$ cat src/rtl/core/mbw_pkg.sv
package mbw_pkg;

  // field widths fixed by the interface
  localparam int unsigned VALUE_W    = 32;
  localparam int unsigned NUM_BITS_W = 6;
  localparam int unsigned CFG_W      = 20;
  localparam int unsigned COUNT_W    = 21;
  localparam int unsigned PAD_W      = 3;
  localparam int unsigned PART_W     = 7;

  localparam logic [CFG_W-1:0]   MAX_BYTES_RESET = 20'hFFFFF;
  localparam logic [COUNT_W-1:0] COUNT_MAX       = 21'h1FFFFF;

  // depth of the job queue and of the result queue
  localparam int unsigned QUEUE_DEPTH = 2;

  typedef enum logic {
    OP_PUT   = 1'b0,
    OP_CLOSE = 1'b1
  } op_e;

  // per-job control handed from front to back
  typedef struct packed {
    logic             is_close;
    logic             byte_valid;
    logic [PAD_W-1:0] pad;
  } job_ctl_t;

  // one result item
  typedef struct packed {
    logic [7:0]       out_byte;
    logic             byte_valid;
    logic             last;
    logic [PAD_W-1:0] pad_bits;
    logic             overflow;
  } res_t;

endpackage

$ cat src/rtl/core/mbw_fifo.sv
module mbw_fifo #(
  parameter int unsigned WIDTH = 8,
  parameter int unsigned DEPTH = 2
) (
  input  logic             clk_i,
  input  logic             rst_ni,
  input  logic             push_i,
  input  logic [WIDTH-1:0] data_i,
  output logic             full_o,
  input  logic             pop_i,
  output logic [WIDTH-1:0] data_o,
  output logic             empty_o
);

  localparam int unsigned PW = (DEPTH > 1) ? $clog2(DEPTH) : 1;
  localparam int unsigned CW = $clog2(DEPTH + 1);

  logic [WIDTH-1:0] mem_q [DEPTH];
  logic [PW-1:0]    wr_ptr_q, wr_ptr_d;
  logic [PW-1:0]    rd_ptr_q, rd_ptr_d;
  logic [CW-1:0]    cnt_q, cnt_d;
  logic             do_push, do_pop;

  assign full_o  = (cnt_q == CW'(DEPTH));
  assign empty_o = (cnt_q == '0);
  assign do_push = push_i && !full_o;
  assign do_pop  = pop_i && !empty_o;
  assign data_o  = mem_q[rd_ptr_q];

  // pointer and fill count update
  always_comb begin
    wr_ptr_d = wr_ptr_q;
    rd_ptr_d = rd_ptr_q;
    cnt_d    = cnt_q;
    if (do_push) begin
      wr_ptr_d = (wr_ptr_q == PW'(DEPTH - 1)) ? '0 : wr_ptr_q + PW'(1);
    end
    if (do_pop) begin
      rd_ptr_d = (rd_ptr_q == PW'(DEPTH - 1)) ? '0 : rd_ptr_q + PW'(1);
    end
    if (do_push && !do_pop) begin
      cnt_d = cnt_q + CW'(1);
    end else if (!do_push && do_pop) begin
      cnt_d = cnt_q - CW'(1);
    end
  end

  always_ff @(posedge clk_i or negedge rst_ni) begin
    if (!rst_ni) begin
      wr_ptr_q <= '0;
      rd_ptr_q <= '0;
      cnt_q    <= '0;
    end else begin
      wr_ptr_q <= wr_ptr_d;
      rd_ptr_q <= rd_ptr_d;
      cnt_q    <= cnt_d;
    end
  end

  // storage
  always_ff @(posedge clk_i) begin
    if (do_push) begin
      mem_q[wr_ptr_q] <= data_i;
    end
  end

endmodule

$ cat src/rtl/core/mbw_front.sv
module mbw_front #(
  parameter int unsigned MAX_FIELD_BITS = 32
) (
  input  logic                                  clk_i,
  input  logic                                  rst_ni,
  input  logic                                  accept_i,
  input  logic                                  operation_i,
  input  logic [mbw_pkg::VALUE_W-1:0]           value_i,
  input  logic [mbw_pkg::NUM_BITS_W-1:0]        num_bits_i,
  output logic                                  job_push_o,
  output mbw_pkg::job_ctl_t                     job_ctl_o,
  output logic [$clog2(((MAX_FIELD_BITS < 63) ? MAX_FIELD_BITS : 63) / 8 + 1 + 1)-1:0]
                                                job_cnt_o,
  output logic [8*((((MAX_FIELD_BITS < 63) ? MAX_FIELD_BITS : 63) + 7) / 8)-1:0]
                                                job_buf_o
);

  localparam int unsigned NMAX = (MAX_FIELD_BITS < 63) ? MAX_FIELD_BITS : 63;
  localparam int unsigned MAXB = (NMAX + 7) / 8;
  localparam int unsigned BW   = 8 * MAXB;
  localparam int unsigned CNTW = $clog2(NMAX / 8 + 1 + 1);
  localparam int unsigned FWX  = (NMAX > 32) ? NMAX : 32;
  localparam int unsigned CW   = BW + 8;
  localparam int unsigned TW   = $clog2(CW + 1);

  logic [mbw_pkg::PART_W-1:0]     partial_q, partial_d;
  logic [2:0]                     pcnt_q, pcnt_d;
  logic [mbw_pkg::NUM_BITS_W-1:0] n_c;
  logic [FWX-1:0]                 ext;
  logic [CW-1:0]                  comb_bits;
  logic [CW-1:0]                  aligned;
  logic [TW-1:0]                  total;
  logic [CNTW-1:0]                nbytes;
  logic [mbw_pkg::PAD_W-1:0]      pad;
  logic [7:0]                     close_byte;
  logic                           is_close;

  assign is_close = (mbw_pkg::op_e'(operation_i) == mbw_pkg::OP_CLOSE);

  // put: append the clamped field to the pending bits
  assign n_c       = (num_bits_i > mbw_pkg::NUM_BITS_W'(NMAX)) ?
                     mbw_pkg::NUM_BITS_W'(NMAX) : num_bits_i;
  assign ext       = FWX'(value_i) & ~({FWX{1'b1}} << n_c);
  assign comb_bits = (CW'(partial_q) << n_c) | CW'(ext);
  assign total     = TW'(pcnt_q) + TW'(n_c);
  assign nbytes    = CNTW'(total >> 3);
  // left-align the whole string so byte 0 sits on top
  assign aligned   = comb_bits << (TW'(CW) - total);

  // close: pad pending bits up to a byte
  assign pad        = mbw_pkg::PAD_W'(4'd8 - {1'b0, pcnt_q});
  assign close_byte = 8'({1'b0, partial_q} << pad);

  // job build
  always_comb begin
    partial_d  = partial_q;
    pcnt_d     = pcnt_q;
    job_push_o = 1'b0;
    job_ctl_o  = '0;
    job_cnt_o  = nbytes;
    job_buf_o  = aligned[CW-1 -: BW];
    if (is_close) begin
      job_ctl_o.is_close   = 1'b1;
      job_ctl_o.byte_valid = (pcnt_q != 3'd0);
      job_ctl_o.pad        = (pcnt_q != 3'd0) ? pad : '0;
      job_cnt_o            = CNTW'(1);
      job_buf_o            = BW'(close_byte) << (BW - 8);
      job_push_o           = accept_i;
      if (accept_i) begin
        partial_d = '0;
        pcnt_d    = '0;
      end
    end else begin
      job_ctl_o.byte_valid = 1'b1;
      job_push_o           = accept_i && (nbytes != '0);
      if (accept_i) begin
        pcnt_d    = total[2:0];
        partial_d = mbw_pkg::PART_W'(comb_bits & ~({CW{1'b1}} << total[2:0]));
      end
    end
  end

  always_ff @(posedge clk_i or negedge rst_ni) begin
    if (!rst_ni) begin
      partial_q <= '0;
      pcnt_q    <= '0;
    end else begin
      partial_q <= partial_d;
      pcnt_q    <= pcnt_d;
    end
  end

endmodule

$ cat src/rtl/core/mbw_back.sv
module mbw_back #(
  parameter int unsigned BUF_BYTES = 4,
  parameter int unsigned CNT_W     = 3
) (
  input  logic                         clk_i,
  input  logic                         rst_ni,
  input  logic                         cfg_we_i,
  input  logic [mbw_pkg::CFG_W-1:0]    cfg_data_i,
  input  logic                         job_empty_i,
  input  mbw_pkg::job_ctl_t            job_ctl_i,
  input  logic [CNT_W-1:0]             job_cnt_i,
  input  logic [8*BUF_BYTES-1:0]       job_buf_i,
  output logic                         job_pop_o,
  input  logic                         res_full_i,
  output logic                         res_push_o,
  output mbw_pkg::res_t                res_o
);

  localparam int unsigned BW = 8 * BUF_BYTES;

  logic [mbw_pkg::CFG_W-1:0]   max_bytes_q;
  logic [mbw_pkg::COUNT_W-1:0] bw_q, bw_d;
  logic                        wvalid_q, wvalid_d;
  mbw_pkg::job_ctl_t           wctl_q, wctl_d;
  logic [CNT_W-1:0]            wcnt_q, wcnt_d;
  logic [BW-1:0]               wbuf_q, wbuf_d;
  logic                        emit, finishing, load;

  assign emit       = wvalid_q && !res_full_i;
  assign finishing  = emit && (wcnt_q == CNT_W'(1));
  assign load       = !job_empty_i && (!wvalid_q || finishing);
  assign job_pop_o  = load;
  assign res_push_o = emit;

  // result fields from the head byte of the working job
  always_comb begin
    res_o            = '0;
    res_o.out_byte   = wbuf_q[BW-1 -: 8];
    res_o.byte_valid = wctl_q.byte_valid;
    res_o.last       = (wcnt_q == CNT_W'(1));
    res_o.pad_bits   = wctl_q.pad;
    res_o.overflow   = wctl_q.byte_valid && (bw_q >= {1'b0, max_bytes_q});
  end

  // byte count: saturating, cleared by a close
  always_comb begin
    bw_d = bw_q;
    if (emit) begin
      if (wctl_q.is_close) begin
        bw_d = '0;
      end else if (bw_q != mbw_pkg::COUNT_MAX) begin
        bw_d = bw_q + mbw_pkg::COUNT_W'(1);
      end
    end
  end

  // working job: shift out one byte per transfer, reload from the queue
  always_comb begin
    wvalid_d = wvalid_q;
    wctl_d   = wctl_q;
    wcnt_d   = wcnt_q;
    wbuf_d   = wbuf_q;
    if (emit) begin
      wcnt_d = wcnt_q - CNT_W'(1);
      wbuf_d = wbuf_q << 8;
    end
    if (finishing) begin
      wvalid_d = 1'b0;
    end
    if (load) begin
      wvalid_d = 1'b1;
      wctl_d   = job_ctl_i;
      wcnt_d   = job_cnt_i;
      wbuf_d   = job_buf_i;
    end
  end

  always_ff @(posedge clk_i or negedge rst_ni) begin
    if (!rst_ni) begin
      max_bytes_q <= mbw_pkg::MAX_BYTES_RESET;
      bw_q        <= '0;
      wvalid_q    <= 1'b0;
    end else begin
      if (cfg_we_i) begin
        max_bytes_q <= cfg_data_i;
      end
      bw_q     <= bw_d;
      wvalid_q <= wvalid_d;
    end
  end

  always_ff @(posedge clk_i) begin
    wctl_q <= wctl_d;
    wcnt_q <= wcnt_d;
    wbuf_q <= wbuf_d;
  end

endmodule

$ cat src/rtl/core/msb_first_bit_writer_top.sv
// a result passes through the job queue, the back's working job and the result queue to the output ports
// throughput: one item per cycle into the front while the job queue has room
// the back delivers one byte per cycle while the result queue has room, so a put
// with k bytes holds it until all k bytes are out, and a close until its one result is out
// reset: pending bits, byte count and both queues clear at once, max_bytes
// returns to 1048575
module msb_first_bit_writer_top #(
  parameter int unsigned MAX_FIELD_BITS = 32
) (
  input  logic                           clk_i,
  input  logic                           rst_ni,
  input  logic                           cfg_valid_i,
  output logic                           cfg_ready_o,
  input  logic [mbw_pkg::CFG_W-1:0]      cfg_data_i,
  input  logic                           push,
  output logic                           full,
  input  logic                           operation_i,
  input  logic [mbw_pkg::VALUE_W-1:0]    value_i,
  input  logic [mbw_pkg::NUM_BITS_W-1:0] num_bits_i,
  output logic                           empty,
  input  logic                           pop,
  output logic [7:0]                     out_byte_o,
  output logic                           byte_valid_o,
  output logic                           last_o,
  output logic [mbw_pkg::PAD_W-1:0]      pad_bits_o,
  output logic                           overflow_o
);

  localparam int unsigned NMAX  = (MAX_FIELD_BITS < 63) ? MAX_FIELD_BITS : 63;
  localparam int unsigned MAXB  = (NMAX + 7) / 8;
  localparam int unsigned BW    = 8 * MAXB;
  localparam int unsigned CNTW  = $clog2(NMAX / 8 + 1 + 1);
  localparam int unsigned CTLW  = $bits(mbw_pkg::job_ctl_t);
  localparam int unsigned JOB_W = CTLW + CNTW + BW;
  localparam int unsigned RES_W = $bits(mbw_pkg::res_t);

  logic              in_xfer;
  logic              jq_push, jq_full, jq_pop, jq_empty;
  mbw_pkg::job_ctl_t f_ctl, b_ctl;
  logic [CNTW-1:0]   f_cnt, b_cnt;
  logic [BW-1:0]     f_buf, b_buf;
  logic [JOB_W-1:0]  jq_rdata;
  logic              rq_push, rq_full;
  mbw_pkg::res_t     b_res, o_res;
  logic [RES_W-1:0]  rq_rdata;

  assign cfg_ready_o = 1'b1;
  assign full        = jq_full;
  assign in_xfer     = push && !jq_full;

  // front: classify and pack items into jobs
  mbw_front #(
    .MAX_FIELD_BITS(MAX_FIELD_BITS)
  ) u_front (
    .clk_i      (clk_i),
    .rst_ni     (rst_ni),
    .accept_i   (in_xfer),
    .operation_i(operation_i),
    .value_i    (value_i),
    .num_bits_i (num_bits_i),
    .job_push_o (jq_push),
    .job_ctl_o  (f_ctl),
    .job_cnt_o  (f_cnt),
    .job_buf_o  (f_buf)
  );

  // job queue between front and back
  mbw_fifo #(
    .WIDTH(JOB_W),
    .DEPTH(mbw_pkg::QUEUE_DEPTH)
  ) u_job_q (
    .clk_i  (clk_i),
    .rst_ni (rst_ni),
    .push_i (jq_push),
    .data_i ({f_ctl, f_cnt, f_buf}),
    .full_o (jq_full),
    .pop_i  (jq_pop),
    .data_o (jq_rdata),
    .empty_o(jq_empty)
  );

  assign b_ctl = mbw_pkg::job_ctl_t'(jq_rdata[JOB_W-1 -: CTLW]);
  assign b_cnt = jq_rdata[BW +: CNTW];
  assign b_buf = jq_rdata[BW-1:0];

  // back: emit bytes and track the stream count
  mbw_back #(
    .BUF_BYTES(MAXB),
    .CNT_W    (CNTW)
  ) u_back (
    .clk_i      (clk_i),
    .rst_ni     (rst_ni),
    .cfg_we_i   (cfg_valid_i),
    .cfg_data_i (cfg_data_i),
    .job_empty_i(jq_empty),
    .job_ctl_i  (b_ctl),
    .job_cnt_i  (b_cnt),
    .job_buf_i  (b_buf),
    .job_pop_o  (jq_pop),
    .res_full_i (rq_full),
    .res_push_o (rq_push),
    .res_o      (b_res)
  );

  // result queue toward the consumer
  mbw_fifo #(
    .WIDTH(RES_W),
    .DEPTH(mbw_pkg::QUEUE_DEPTH)
  ) u_res_q (
    .clk_i  (clk_i),
    .rst_ni (rst_ni),
    .push_i (rq_push),
    .data_i (b_res),
    .full_o (rq_full),
    .pop_i  (pop),
    .data_o (rq_rdata),
    .empty_o(empty)
  );

  assign o_res        = mbw_pkg::res_t'(rq_rdata);
  assign out_byte_o   = o_res.out_byte;
  assign byte_valid_o = o_res.byte_valid;
  assign last_o       = o_res.last;
  assign pad_bits_o   = o_res.pad_bits;
  assign overflow_o   = o_res.overflow;

endmodule

$ cat config.mk
export PLATFORM = sky130hd
export DESIGN_NAME = msb_first_bit_writer_top
export DESIGN_NICKNAME = d
export VERILOG_FILES = /design/src/rtl/core/mbw_pkg.sv /design/src/rtl/core/mbw_fifo.sv /design/src/rtl/core/mbw_front.sv /design/src/rtl/core/mbw_back.sv /design/src/rtl/core/msb_first_bit_writer_top.sv
export SDC_FILE = /design/constraint.sdc
export NUM_CORES = 1
export LEC_CHECK = 0
export BUFFER_PORTS_ARGS = -buffer_cell sky130_fd_sc_hd__buf_2
export CAP_MARGIN = 15
export CELL_PAD_IN_SITES_DETAIL_PLACEMENT = 1
export CELL_PAD_IN_SITES_GLOBAL_PLACEMENT = 1
export CORE_UTILIZATION = 40
export CTS_CLUSTER_DIAMETER = 30
export DETAILED_ROUTE_END_ITERATION = 8
export GPL_ROUTABILITY_DRIVEN = 0
export PLACE_DENSITY = 0.75
export SYNTH_ARGS = -nofsm -noshare
export SYNTH_HDL_FRONTEND = slang
export SYNTH_SLANG_ARGS = --single-unit
$ cat constraint.sdc
create_clock -name clk_i -period 12.12 [get_ports clk_i]
set_input_delay 1.818 -clock clk_i [delete_from_list [all_inputs] [get_ports clk_i]]
set_output_delay 1.818 -clock clk_i [all_outputs]
set_load 0.05 [all_outputs]
## After elaboration in Yosys (flattened, before gate mapping)

Memories as Yosys holds them, arrays and structs flattened.
Index checks and enable logic that the tools add are counted.

| operators by class | value |
|---|---|
| add/subtract/negate cells | 13 |
| multiply operators | 0 |
| divide/modulo/power cells | 0 |
| $lt $le $gt $ge | 2 |
| eq/ne operators | 4 |
| shifts and indexed selects | 5 |
| muxes and demuxes | 34 |
| bitwise logic cells | 5 |
| reduce and logical (&&, ||, !) cells | 34 |

Operators by type and width:

| kind | count |
|---|---|
| two-way mux 32 bit | 3 |
| two-way mux 21 bit | 2 |
| bitwise OR 40 x 32 -> 40 bit | 1 |
| left shift 40 x 3 -> 7 bit, first input constant | 1 |
| left shift 40 x 6 -> 40 bit | 1 |
| left shift 7 x 6 -> 40 bit | 1 |
| AND 32 bit | 1 |
| inverter 32 bit | 1 |
| left shift 32 x 6 -> 32 bit, first input constant | 1 |
| two-way mux 3 bit | 8 |
| adder 21 x 1 -> 21 bit, second input constant | 1 |
| greater-or-equal comparator 21 x 20 -> 1 bit | 1 |
| two-way mux 7 bit | 3 |
| != test 21 bit, second input constant | 1 |
| logical AND 1 bit | 14 |
| two-way mux 1 bit | 13 |
| nonzero test 2 bit | 5 |
| logical NOT 1 bit | 9 |
| two-way mux 2 bit | 4 |
| left shift 7 x 3 -> 8 bit | 1 |
| AND 7 bit | 1 |
| inverter 7 bit | 1 |
| adder 3 x 6 -> 6 bit | 1 |
| greater-than comparator 6 bit, second input constant | 1 |
| 13 further kinds | 21 |

| word-level totals | value |
|---|---|
| bits in registers | 100 |
| bits in latches | 0 |
| bits in writable memories | 108 |
| ROM bits | 0 |
| input bits | 64 |
| output and inout bits | 17 |
| word-level logic and storage cells | 115 |
| memories kept | 2 |

Memories:

| memory | words | bits a word | rd ports | clocked after Yosys merged registers in | write ports | line | RTL |
|---|---|---|---|---|---|---|---|
| u_job_q.mem_q | 2 | 40 | 1 | 0 | 1 | mbw_fifo.sv:18 | `logic [WIDTH-1:0] mem_q [DEPTH];` |
| u_res_q.mem_q | 2 | 14 | 1 | 0 | 1 | mbw_fifo.sv:18 |  |

## Depth between registers and ports, before layout

| depth | value |
|---|---|
| depth in word-level cells | 11 |
| mapped depth | 17 |
| mapped depth without buffers | 13 |

## Hierarchy

A second synthesis with hierarchy kept.

| unflattened totals | value |
|---|---|
| cell total of the unflattened synthesis | 1,355 |
| area total of the unflattened synthesis | 14,087.3 sq um |

Modules (own cells, without submodules):

| module | instances | cells an instance | area each (sq um) | seq. area each (sq um) |
|---|---|---|---|---|
| mbw_front | 1 | 756 | 5,171.2 | 250.2 |
| mbw_back | 1 | 389 | 4,344.2 | 2,277.2 |
| mbw_fifo at u_job_q | 1 | 144 | 3,286.9 | 2,502.4 |
| mbw_fifo at u_res_q | 1 | 63 | 1,260.0 | 940.9 |
| msb_first_bit_writer_top | 1 | 3 | 25.0 | 0.0 |

## Least setup slack after synthesis

No wires, ideal clock.

| timing | value |
|---|---|
| path type | input to register |
| from | in num_bits_i[0] (netlist bit) |
| to | mem u_job_q.mem_q[0][0] (netlist bit), enable pin |
| library setup time | 437 ps |
| arrival time | 5,510 ps |
| setup slack | 6,173 ps |
| stages | 11 |
| path buffers | 2 |
| cell sequence | buf_4 -> nor2b_1 -> buf_4 -> nand2_1 -> fa_1 -> nor2b_1 -> o31ai_1 -> mux2i_1 -> nand2_1 -> o21bai_1 -> nor2_1 |

| between the ends | value |
|---|---|
| cells in the longest elaborated chain, start to end | 9 |

RTL lines:

| item | line | RTL |
|---|---|---|
| from (decl) | msb_first_bit_writer_top.sv:19 | `input logic [mbw_pkg::NUM_BITS_W-1:0] num_bits_i,` |
| greater-than comparator 6 bit | mbw_front.sv:41 | `assign n_c = (num_bits_i > mbw_pkg::NUM_BITS_W'(NMAX)) ?` |
| two-way mux 6 bit (*) | mbw_front.sv:41 |  |
| adder 3 x 6 -> 6 bit (*) | mbw_front.sv:45 | `assign total = TW'(pcnt_q) + TW'(n_c);` |
| nonzero test 3 bit (*) | mbw_front.sv:75 | `job_push_o = accept_i && (nbytes != '0);` |
| logical AND 1 bit (*) | mbw_front.sv:75 |  |
| two-way mux 1 bit (*) | mbw_front.sv:62 | `if (is_close) begin` |
| logical AND 1 bit (*) | mbw_fifo.sv:26 | `assign do_push = push_i && !full_o;` |
| two-way mux 1 bit (*) | mbw_fifo.sv:62 | `if (do_push) begin` |
| two-way mux 1 bit (implied by the code) (*) | mbw_fifo.sv:63 | `mem_q[wr_ptr_q] <= data_i;` |
| to (decl) | mbw_fifo.sv:18 |  |

Every way passes the cells marked *; elsewhere a longest branch is shown, timed or not.

## Worst setup path after layout

| timing | value |
|---|---|
| from | in num_bits_i[0] (netlist bit) |
| to | mem u_job_q.mem_q[0][30] (netlist bit) (data pin) |

| between the ends | value |
|---|---|
| cells in the longest elaborated chain, start to end | 8 |
| elaborated cells between the ends (all ways) | 11 |
| classes of those cells | add/sub: 2; order compare: 1; shift: 3; mux: 2; bitwise: 3 |

RTL lines:

| item | line | RTL |
|---|---|---|
| greater-than comparator 6 bit | mbw_front.sv:41 |  |
| two-way mux 6 bit (*) | mbw_front.sv:41 |  |
| branches (longest 4 deep; another with adder 3 x 6 -> 6 bit) | n/a |  |
| left shift 40 x 6 -> 40 bit (*) | mbw_front.sv:48 | `assign aligned = comb_bits << (TW'(CW) - total);` |
| two-way mux 32 bit (*) | mbw_front.sv:62 |  |
| via f_buf[30] | msb_first_bit_writer_top.sv:41 | `logic [BW-1:0] f_buf, b_buf;` |

Mark *: on every way through the listed nets, which the timed path passes.

==> key figures <==
Layout
  • Nets: 1446
  • Ratio of cells with drive above 1 in the final layout: 17.7%
  • Ant diodes: 0
  • Post-layout util: 45.6%
  • Filler cells: 3647
  • Layout area overhead: 12.1%
  • Most common cell after layout, fill and taps aside: edfxtp_1
  • Commonest non-fill, non-tap cells in the layout: edfxtp_1, nand2_1, nor2_1

Clocking
  • Later-pin clock latency in the skew report: 0.53 ns
  • CTS clock-pin slew for the worst setup and hold paths: 0.06 ns
  • Setup bufs post-CTS: 0
  • Post-cts gate resize count: 0
  • Num CTS Buffers: 29
  • CTS Buffer Depth: 3
  • CTS Sinks: about 210
  • Root Driver: clkbuf_16
  • CTS Hold Bufs: 0
  • CTS HTree Levels: 1
  • CTS tree: built

Timing
  • RSZ-0062 raised after global routing: no
  • Final Cycle Share: 56.0%
  • Final-report setup violation count: 0
  • Min Tclk post-route: between 6 and 7 ns
  • Max-slew headroom: a little under a third
  • Fin. max-slew vios: 0
  • Clock Skews: 0.0145 ns
  • Hold Vio Cnt, Final: 0
  • TNS Setup: 0 ns
  • Worst slew pin tran: 1.05 ns
  • FMAX: 147 MHz

Die
  • Initial core utilization: 40.7%
  • Std cell rows: 66
  • Total core area: 32600 µm²
  • Die Height: approximately 180 µm
  • Io pins: between 80 and 90
  • Die W: around 180 µm
  • Die area: 33900 µm²

Synthesis
  • Synth Warn #: 0
  • Seq/Total Area, Yosys: 44.9%
  • Ys flop type: edfxtp_1
  • Synth cell types: 96
  • Synth Instances: approximately 1300
  • Post-synth EDFFs: around 150
  • Synth Cell Area: 13300 µm²
  • Syn_nets: 1418
  • Asr flop ratio synth: 28.8%
  • Average size of a mapped cell: 10.1 µm²
  • Seq cells post-synth: 208

Setup path
  • Startpoint types: input port
  • Flop2flop setup slack: 6.93 ns
  • Setup CP Type: in -> reg
  • Start of the worst register-to-register path: u_front.pcnt_q[0]
  • Crit path max fanout: about 50
  • Crit end category: flip-flop
  • Req. time, crit path: about 12 ns
  • R2R Path End: u_job_q.mem_q[0][30]
  • Crit path DAT: 7.05 ns
  • Worst-case reg-to-reg path depth: 12

Power and ir drop
  • Pint: 0.00238 W
  • Worst IR Drop VDD: 0.216 mV
  • Switching share of total power: 44.5%
  • Pwr per Cell Area: approximately 290 nW/µm²
  • Leak: 5.88 nW
  • Sequential share of power: 29.1%
  • Psw: 0.00191 W
  • Clk network pwr share: between 10% and 20%
  • Gate power share: 52.1%

Detailed routing
  • DRT Wirelength: 39.6 mm
  • Initial DRC Count: 800
  • Drt first pass iters: 5
  • Total number of vias: 10800
  • DRC viols: 0
  • DR WL/cell: 21.8 µm
  • Vias/cell: 5.97
  • Antenna viol nets, final: 0

Min path
  • Hold Path End: u_res_q.mem_q[1][1]
  • Startpoint of the worst hold path: u_back.res_o[1]
  • Hold Path Cell Cnt: 0
  • Hold Crit Class: reg -> reg

GRT
  • Antenna violations before repair: 0
  • Largest net degree at the start of global routing: 67
  • Global Route Usage Sum: 23.6%
  • Vias in the first global route: 10900
  • Global route total overflow: 0
  • Global-route wire length before repair: 62.5 mm

Flow run
  • Max cap viols: 0

Placed design
  • DP HPWL: roughly 28 mm
  • Port buffer count: 79

Outcome
  • Status: complete, no violations
## worst max-delay path by stage
stage | start | to | slack, ns | cells after the start
3_5_place_dp | num_bits_i[0] | u_job_q.mem_q[0][30] | 4.87 | 13
4_1_cts | num_bits_i[0] | u_job_q.mem_q[0][30] | 5.42 | 13
3_3_place_gp | num_bits_i[0] | u_job_q.mem_q[0][30] | 5.00 | 13
6_report | num_bits_i[0] | u_job_q.mem_q[0][30] | 5.34 | 13
2_1_floorplan | num_bits_i[0] | u_job_q.mem_q[0][0] | 6.17 | 11
5_1_grt | num_bits_i[0] | u_job_q.mem_q[0][30] | 5.03 | 13
## worst max-delay path, stage by stage
cell,delay (ns)
buf_2,0.56
nor2b_1,0.91
xnor2_4,0.17
buf_4,0.40
inv_2,0.36
ha_1,0.37
inv_1,0.10
ha_1,0.23
buf_4,0.30
inv_1,0.73
mux4_2,0.45
a221o_1,0.36
a211o_1,0.25
## power by group through the flow
| stage | logic, W | registers (W) | clock network (W) |
|---|---|---|---|
| after detailed placement | 0.00219 | 0.00126 | 0 |
| after global routing | 0.00241 | 0.00127 | 0.000848 |
| after floorplan | 0.00167 | 0.00118 | 0 |
| after global placement | 0.00214 | 0.00124 | 0 |
| final | 0.00223 | 0.00125 | 0.000807 |
| after CTS | 0.00221 | 0.00125 | 0.000823 |
## metal layers
| metal | track usage, % | wire (µm) |
|---|---|---|
| met2 | 39.7 | 18800 |
| met3 | 2.21 | 1750 |
| met1 | 30.8 | 17400 |
| met5 | 0 | 0 |
| met4 | 10.6 | 1710 |
## kinds of logic after synthesis
| logic type | count (synthesis) | synth area share (%) |
|---|---|---|
| simple gates | 414 | 15.1 |
| compound gates | 340 | 17.5 |
| flops | 208 | 44.9 |
| buf+inv | 145 | 4.61 |
| mux | 144 | 12.2 |
| xor+xnor | 36 | 2.54 |
| fa+ha+maj | 33 | 3.16 |
| other cells | 1 | 0.0282 |
## registers in the layout, summed over array words and instances, names as in the netlist, 2 cells and up
name	flops
u_back.max_bytes_q	20
u_front.pcnt_q	3
u_job_q.cnt_q	2
u_back.bw_q	21
u_res_q.cnt_q	2
u_back.wcnt_q	3
u_res_q.mem_q	28
u_back.res_o	4
u_job_q.mem_q	80
u_back.wbuf_q	32
u_front.partial_q	7
## final cells by class
| cell class | count | area [µm²] | share of cell area [%] |
|---|---|---|---|
| clock inverters | 19 | 188 | 1.26 |
| repair buffers | 94 | 508 | 3.41 |
| clock buffers | 35 | 748 | 5.03 |
| well taps | 442 | 553 | 3.71 |
| flip-flops and latches | 208 | 5970 | 40.1 |
| multi-input cells | 968 | 6740 | 45.3 |
| inverters | 48 | 180 | 1.21 |
## metrics by stage
step                area, µm²  total power [W]  std cells  setup WS, ns  hold WS, ns
floorplan               13300          0.00285       1321          6.17        0.421
global placement        13900          0.00337       1759          5.00        0.427
detailed placement      13900          0.00345       1759          4.87        0.434
CTS                     14900          0.00428       1813          5.42        0.448
global route            14900          0.00453       1814          5.03        0.465
finish                  14900          0.00429       1814          5.34        0.448
## cell usage after synthesis, types with 8 or more instances
cell type	number	area share, %
nand4_1	14	0.66
nor3_1	24	0.90
buf_1	11	0.31
ha_1	32	3.0
nor2b_1	15	0.71
dfstp_2	20	4.0
a22oi_1	10	0.57
or3_1	12	0.57
nand2b_1	11	0.52
mux4_2	8	1.4
edfxtp_1	148	33
buf_2	21	0.79
xor2_1	14	0.92
a21oi_1	58	2.2
a221o_1	8	0.60
o21a_1	12	0.68
o211ai_1	9	0.51
a21o_1	14	0.79
a32oi_1	9	0.59
mux2_2	42	3.6
o21ai_0	93	3.5
and3_1	9	0.42
nor2_1	103	2.9
inv_1	42	1.2
clkbuf_1	57	1.6
dfrtp_1	40	7.5
mux2i_1	91	6.9
a22o_1	8	0.53
a2111oi_0	8	0.53
nand2_1	146	4.1
xnor2_1	19	1.3
a211oi_1	9	0.51
o22ai_1	13	0.61
nand3_1	26	0.98
and2_1	14	0.66
a221oi_1	11	0.73
o31ai_1	9	0.51
Power figures use the tool's default switching activity.
